===== config.mk =====
export PLATFORM = sky130hd
export DESIGN_NAME = spmf_ctrl
export DESIGN_NICKNAME = d
export VERILOG_FILES = /design/src/spmf_pkg.sv /design/src/spmf_ctrl.sv
export SDC_FILE = /design/constraint.sdc
export NUM_CORES = 1
export LEC_CHECK = 0
export BUFFER_PORTS_ARGS = -buffer_cell sky130_fd_sc_hd__buf_2
export CAP_MARGIN = 20
export CORE_AREA = 2 2 39 41
export CTS_BUF_LIST = sky130_fd_sc_hd__clkbuf_16
export DETAILED_ROUTE_END_ITERATION = 10
export DIE_AREA = 0 0 41 43
export MAX_ROUTING_LAYER = met4
export PLACE_DENSITY_LB_ADDON = 0.12
export SYNTH_ARGS = -nofsm -noshare
export SYNTH_HDL_FRONTEND = slang
export SYNTH_SLANG_ARGS = --single-unit

===== constraint.sdc =====
create_clock -name clk -period 1.6 [get_ports clk]
set_clock_uncertainty 0.2 [all_clocks]
set_input_delay 0.16 -clock clk [delete_from_list [all_inputs] [get_ports clk]]
set_output_delay 0.16 -clock clk [all_outputs]
set_load 0.02 [all_outputs]

===== src/spmf_pkg.sv =====
`timescale 1ns / 1ps

package spmf_pkg;

	localparam int LEVELS      = 8;
	localparam int LEVEL_DEPTH = 16;
	localparam int DATA_WIDTH  = 32;

	localparam int LVL_W     = (LEVELS > 1) ? $clog2(LEVELS) : 1;
	localparam int PTR_W     = $clog2(LEVEL_DEPTH);
	localparam int CNT_W     = $clog2(LEVEL_DEPTH + 1);
	localparam int ADDR_W    = LVL_W + PTR_W;
	localparam int MEM_DEPTH = 1 << ADDR_W;
	localparam int TOTAL_W   = 8;

	typedef enum logic [1:0] {
		STATUS_OK    = 2'd0,
		STATUS_EMPTY = 2'd1,
		STATUS_FULL  = 2'd2
	} status_t;

	// controller to datapath commands
	typedef struct packed {
		logic capture;
		logic exec;
		logic load_out;
	} cmd_t;

	function automatic logic [PTR_W-1:0] next_ptr(input logic [PTR_W-1:0] ptr);
		if (ptr == PTR_W'(LEVEL_DEPTH - 1)) begin
			return '0;
		end
		return ptr + PTR_W'(1);
	endfunction

endpackage


===== src/spmf_ctrl.sv =====
`timescale 1ns / 1ps

module spmf_ctrl (
	input  logic           clk,
	input  logic           arst_n,
	input  logic           in_valid,
	output logic           in_stall,
	output logic           out_valid,
	input  logic           out_stall,
	output spmf_pkg::cmd_t cmd
);
	import spmf_pkg::*;

	typedef enum logic [2:0] {
		ST_IDLE = 3'b001,
		ST_EXEC = 3'b010,
		ST_DONE = 3'b100
	} state_t;

	state_t state_q;
	state_t state_d;
	logic   out_valid_q;
	logic   can_load;
	logic   accept;

	// the output register is free when empty or drained in this cycle
	assign can_load = !out_valid_q || !out_stall;
	assign in_stall = !((state_q == ST_IDLE) || ((state_q == ST_DONE) && can_load));
	assign accept   = in_valid && !in_stall;

	assign cmd.capture  = accept;
	assign cmd.exec     = (state_q == ST_EXEC);
	assign cmd.load_out = (state_q == ST_DONE) && can_load;

	assign out_valid = out_valid_q;

	always_comb begin
		state_d = state_q;
		case (state_q)
			ST_IDLE: begin
				if (accept) begin
					state_d = ST_EXEC;
				end
			end
			ST_EXEC: begin
				state_d = ST_DONE;
			end
			ST_DONE: begin
				if (can_load) begin
					state_d = accept ? ST_EXEC : ST_IDLE;
				end
			end
			default: begin
				state_d = ST_IDLE;
			end
		endcase
	end

	always_ff @(posedge clk or negedge arst_n) begin
		if (!arst_n) begin
			state_q     <= ST_IDLE;
			out_valid_q <= 1'b0;
		end else begin
			state_q <= state_d;
			if (cmd.load_out) begin
				out_valid_q <= 1'b1;
			end else if (out_valid_q && !out_stall) begin
				out_valid_q <= 1'b0;
			end
		end
	end

`ifndef SYNTHESIS
	a_accept_to_exec: assert property (@(posedge clk) disable iff (!arst_n)
		accept |=> state_q == ST_EXEC)
		else $error("accepted item did not start execution");

	a_exec_to_done: assert property (@(posedge clk) disable iff (!arst_n)
		state_q == ST_EXEC |=> state_q == ST_DONE)
		else $error("execution did not reach result stage");

	a_load_sets_valid: assert property (@(posedge clk) disable iff (!arst_n)
		cmd.load_out |=> out_valid_q)
		else $error("loaded result not presented");
`endif

endmodule


* Yosys cells after proc, flatten, opt, wreduce, memory -nomap -nowiden *
Index checks and enable logic that the tools add are counted.

word-level totals
  ROM bits = 0
  bits in latches = 0
  memories kept = 0
  RAM bits = 0
  register bits after elaboration = 4
  output and inout bits = 5

cells by class
  $mul = 0
  bitwise logic cells = 0
  muxes and demuxes = 6
  $lt $le $gt $ge = 0
  reductions and logical operators = 10
  eq/ne operators = 5
  shift operators = 0
  div/mod/pow operators = 0
  add/sub/neg operators = 0

operators with widths
  cell                  number
  $pmux W3 S3           1
  $mux W3               2
  $ne A2 B2 Y1 const B  2
  $eq A3 B1 Y1 const B  1
  $eq A3 B2 Y1 const B  1
  $eq A3 B3 Y1 const B  1
  $logic_and A1 B1 Y1   3
  $logic_not A1 Y1      3
  $logic_or A1 B1 Y1    2
  $mux W1               2
  $mux W2               1
  $reduce_and A2 Y1     1
  $reduce_bool A2 Y1    1

* Depth between registers and ports, before layout *
  word-level depth = 8
  mapped depth = 4

* Worst setup path before layout *
OpenSTA, ideal clock, no wires.

  kind = flip-flop to flip-flop
  start = register state_q[2]
  end = register state_q[0]
  stages on the path, launching flop included = 4
  buffers on the path = 0
  setup time = 0.077 ns
  arrival = 1.179 ns
  clock period less this slack = 1.456 ns
  setup slack = 0.144 ns
  data required time = 1.323 ns
  cells stage by stage = dfrtp_1 nor3b_1 a31oi_1 o21a_1

RTL lines
  element                 line             RTL
  from (decl)             spmf_ctrl.sv:20  state_t state_q;
  from (signal assigned)  spmf_ctrl.sv:64  state_q <= state_d;

* Worst setup path after layout *
  start = register state_q[0]
  end = output port in_stall

between the ends
  word-level cells in the longest chain between the ends = 4

RTL lines
  element               line             RTL
  $eq A3 B3 Y1          spmf_ctrl.sv:28  assign in_stall = !((state_q == ST_IDLE) || ((state_q == ST_DONE) && can_load));
  $logic_and A1 B1 Y1   spmf_ctrl.sv:28
  $logic_or A1 B1 Y1 *  spmf_ctrl.sv:28
  $logic_not A1 Y1 *    spmf_ctrl.sv:28
  to (decl)             spmf_ctrl.sv:7   output logic in_stall,

Every way passes the cells marked *; elsewhere a longest branch is shown, timed or not.

==> impl_metrics.yaml <==
sta:
  max_freq_mhz: 579.8
  slew_headroom: 0.8386
  worst_pin_slew_ns: 0.2416
  rsz0062_at_grt: "yes"
  fin_crit_sh: 1.078
  finalMaxSlewViolations: 0
  setup_slack_ns: -0.1248
  finalHoldViolCount: 0
  setup_viol: 3
  period_minus_slack_ns: 1.725
synthesis:
  synth_edf_count: 0
  muxShareOfSynthArea: 0.05143
  yosys-top-cells-area: "dfrtp_1 (34%), dfstp_2 (12%), nor3b_1 (10%), mux2_2 (5.1%), nand2_1 (5.1%)"
  synth_top_family_by_area: "simple AND/OR/NAND/NOR gates"
  ys_warn_count: 0
  synthAdderAreaFrac: 0
  synth_area_leader_cell: "dfrtp_1"
  yosysTopAreaCellShare: 0.3429
  synth_compound_area_frac: 0.1486
  synth-xor-area-share: 0
  syn_area_sq_um: 219.0
  synth-simple-area-share: 0.2857
  synthArstFlopShare: 1.000
  ys_seq_area_frac: 0.4629
  ys_types: 16
  ys.flop_type: "dfrtp_1"
  syn-num-nets: 27
  synth-seq-cells: 4
  avgSynthCellArea_sq_um: 9.520
  syn-instance-count: 23
  synth_common_cells: "dfrtp_1 (3), nand2_1 (3), nor3b_1 (3)"
clock_tree:
  clk_pin_slew_worst_paths_ns: 0.03
  cts_tree: "built"
  cts_root_buffer: "clkbuf_16"
  cts.sinks: 4
  clock_path_buffers: 2
  numCtsBuffers: 3
  htree_levels: 1
  clock_latency_ns: 0.22
pwr:
  clkPwrFrac: 0.480
  pwr-share-seq: 0.210
  finalPower_uw: 824.5
  ir_worst_vdd_mv: 0.6895
  powerDensity_nw_per_um2: 2092
  p_int_uw: 585.3
  leakagePower_nw: 0.1950
  p_comb_frac: 0.310
  p_sw_uw: 239.1
  sw_frac_of_total: 0.2900
placed_design:
  dpl.cell_count: 46
  io_buffers: 8
  gp_congestion: 0.7413
worst_setup_path:
  critPathKind: "reg2out"
  startpoint_type: "flip-flop"
  max_stage_delay_ns: 0.54
  path_cells: "and2b_1, a21oi_2, or2_1, buf_6"
  cp_slowest_cell: "dfstp_2"
  endpoint_kind: "output port"
  worstPathRequired_ns: 1.24
  crit_arrival_ns: 1.36
  critPathMaxFanout: 4
floorplan:
  coreArea_sq_um: 1384
  rows: 14
  die_h_um: 43
  start_util: 0.1582
  die_area_sq_um: 1763
  die_w_um: 41
  io_pins: 9
grt:
  antenna_found_initial: 0
  first_global_vias: 191
  grt_usage: 0.06502
  grt_overflow_total: 0
  grt_max_degree: 6
  grt_pass1_wl_um: 676
cells_and_area:
  syn2layout_area_growth_pct: 80.00
  drive_gt1_frac: 0.4865
  fin_nets: 42
  insertedDiodeCount: 0
  instances_no_fill: 53
routing:
  wl_per_cell_um: 9.547
  via_count: 198
  drt_iter0_markers: 4
  wirelength_um: 506
  vias_per_cell: 3.736
  antenna_left: 0
  drc: 0
  firstDrtPassIters: 2
run_status:
  failed_checks: "setup timing"
  status: "finished with violations"
min_path:
  min_path_type: "in2reg"
flow_run:
  drv_cap: 0
==> final cells by class <==
class / instances / area, sq um
clock inverters: 1 / 3.754
multi-input cells: 17 / 116.4
repair buffers: 11 / 73.82
flip-flops and latches: 4 / 101.3
clock buffers: 3 / 75.07
fillers: 150 / 989.7
inverters: 1 / 3.754
well taps: 16 / 20.02
==> flip-flops by register name, indices dropped and copies added (netlist names) <==
name	cells
state_q	3
out_valid	1
==> per-stage QoR <==
stage	setup WS [ns]	TNS [ns]	util	cell area (sq um)	hold slack [ns]
floorplan	0.1441	0	-	219.0	-0.3356
global placement	0.06881	0	0.1962	271.5	-0.2327
detailed placement	0.07819	0	0.1962	271.5	-0.2339
CTS	-0.1264	-0.2546	0.2667	369.1	0.03296
global route	-0.1662	-0.4677	0.2848	394.1	0.03883
finish	-0.1248	-0.3502	0.2848	394.1	0.03081
==> worst paths after layout <==
path / start / endpoint / slack (ns) / depth (start not counted)
worst max-delay path: state_q[0] / in_stall / -0.12 / 4
max in group asynchronous: arst_n / state_q[0] / 0.94 / 2
worst min-delay path: in_valid / state_q[1] / 0.03 / 2
min in group asynchronous: arst_n / state_q[2] / 0.06 / 2
worst max register to register: state_q[0] / out_valid / 0.20 / 5
worst min register to register: state_q[1] / state_q[1] / 0.30 / 1
==> placed cells by master, fill, tap and decap left out, types with 2 or more instances in the layout <==
master	instances
a21oi_1	2
buf_2	6
buf_4	3
clkbuf_16	3
dfrtp_1	3
inv_1	2
nand2_1	2
nor3b_1	3
==> power groups by stage <==
stage / Sequential [mW] / Clock, mW / Combinational (mW)
finish: 0.173 / 0.396 / 0.256
global placement: 0.173 / 0 / 0.216
floorplan: 0.169 / 0 / 0.165
global route: 0.176 / 0.410 / 0.273
detailed placement: 0.171 / 0 / 0.213
CTS: 0.171 / 0.401 / 0.243
==> critical path, delay by kind of cell (launching register included) <==
kind,cells,cell delay [ns]
buffers and inverters,1,0.11
AND/OR/NAND/NOR,2,0.33
AO/OA/AOI/OAI,1,0.15
flip-flops,1,0.54
==> logic make-up (layout without fill, tap and decap cells) <==
| kind of cell | Yosys count | in the layout |
|---|---|---|
| AND/OR/NAND/NOR | 11 | 11 |
| AO/OA/AOI/OAI | 5 | 5 |
| flip-flops | 4 | 4 |
| buffers and inverters | 2 | 16 |
| multiplexers | 1 | 1 |
==> routing by layer <==
| metal | track usage | up-vias | wire, um |
|---|---|---|---|
| li1 | - | 105 | - |
| met1 | 0.05519 | 84 | 206 |
| met2 | 0.08750 | 7 | 250 |
| met3 | 0.03141 | 2 | 35 |
| met4 | 0.08000 | 0 | 14 |
| met5 | - | - | 0 |
==> timing repair <==
| action | 4_1_cts | 5_1_grt |
|---|---|---|
| endpoints found under the hold margin | 4 | 0 |
| setup endpoints to repair | 3 | 3 |
| setup buffers | 0 | 2 |
| pin swaps | 1 | 1 |
| resized for setup | 3 | 3 |
| hold buffers | 1 | 0 |
No activity file was read; power rests on OpenSTA's default activity.
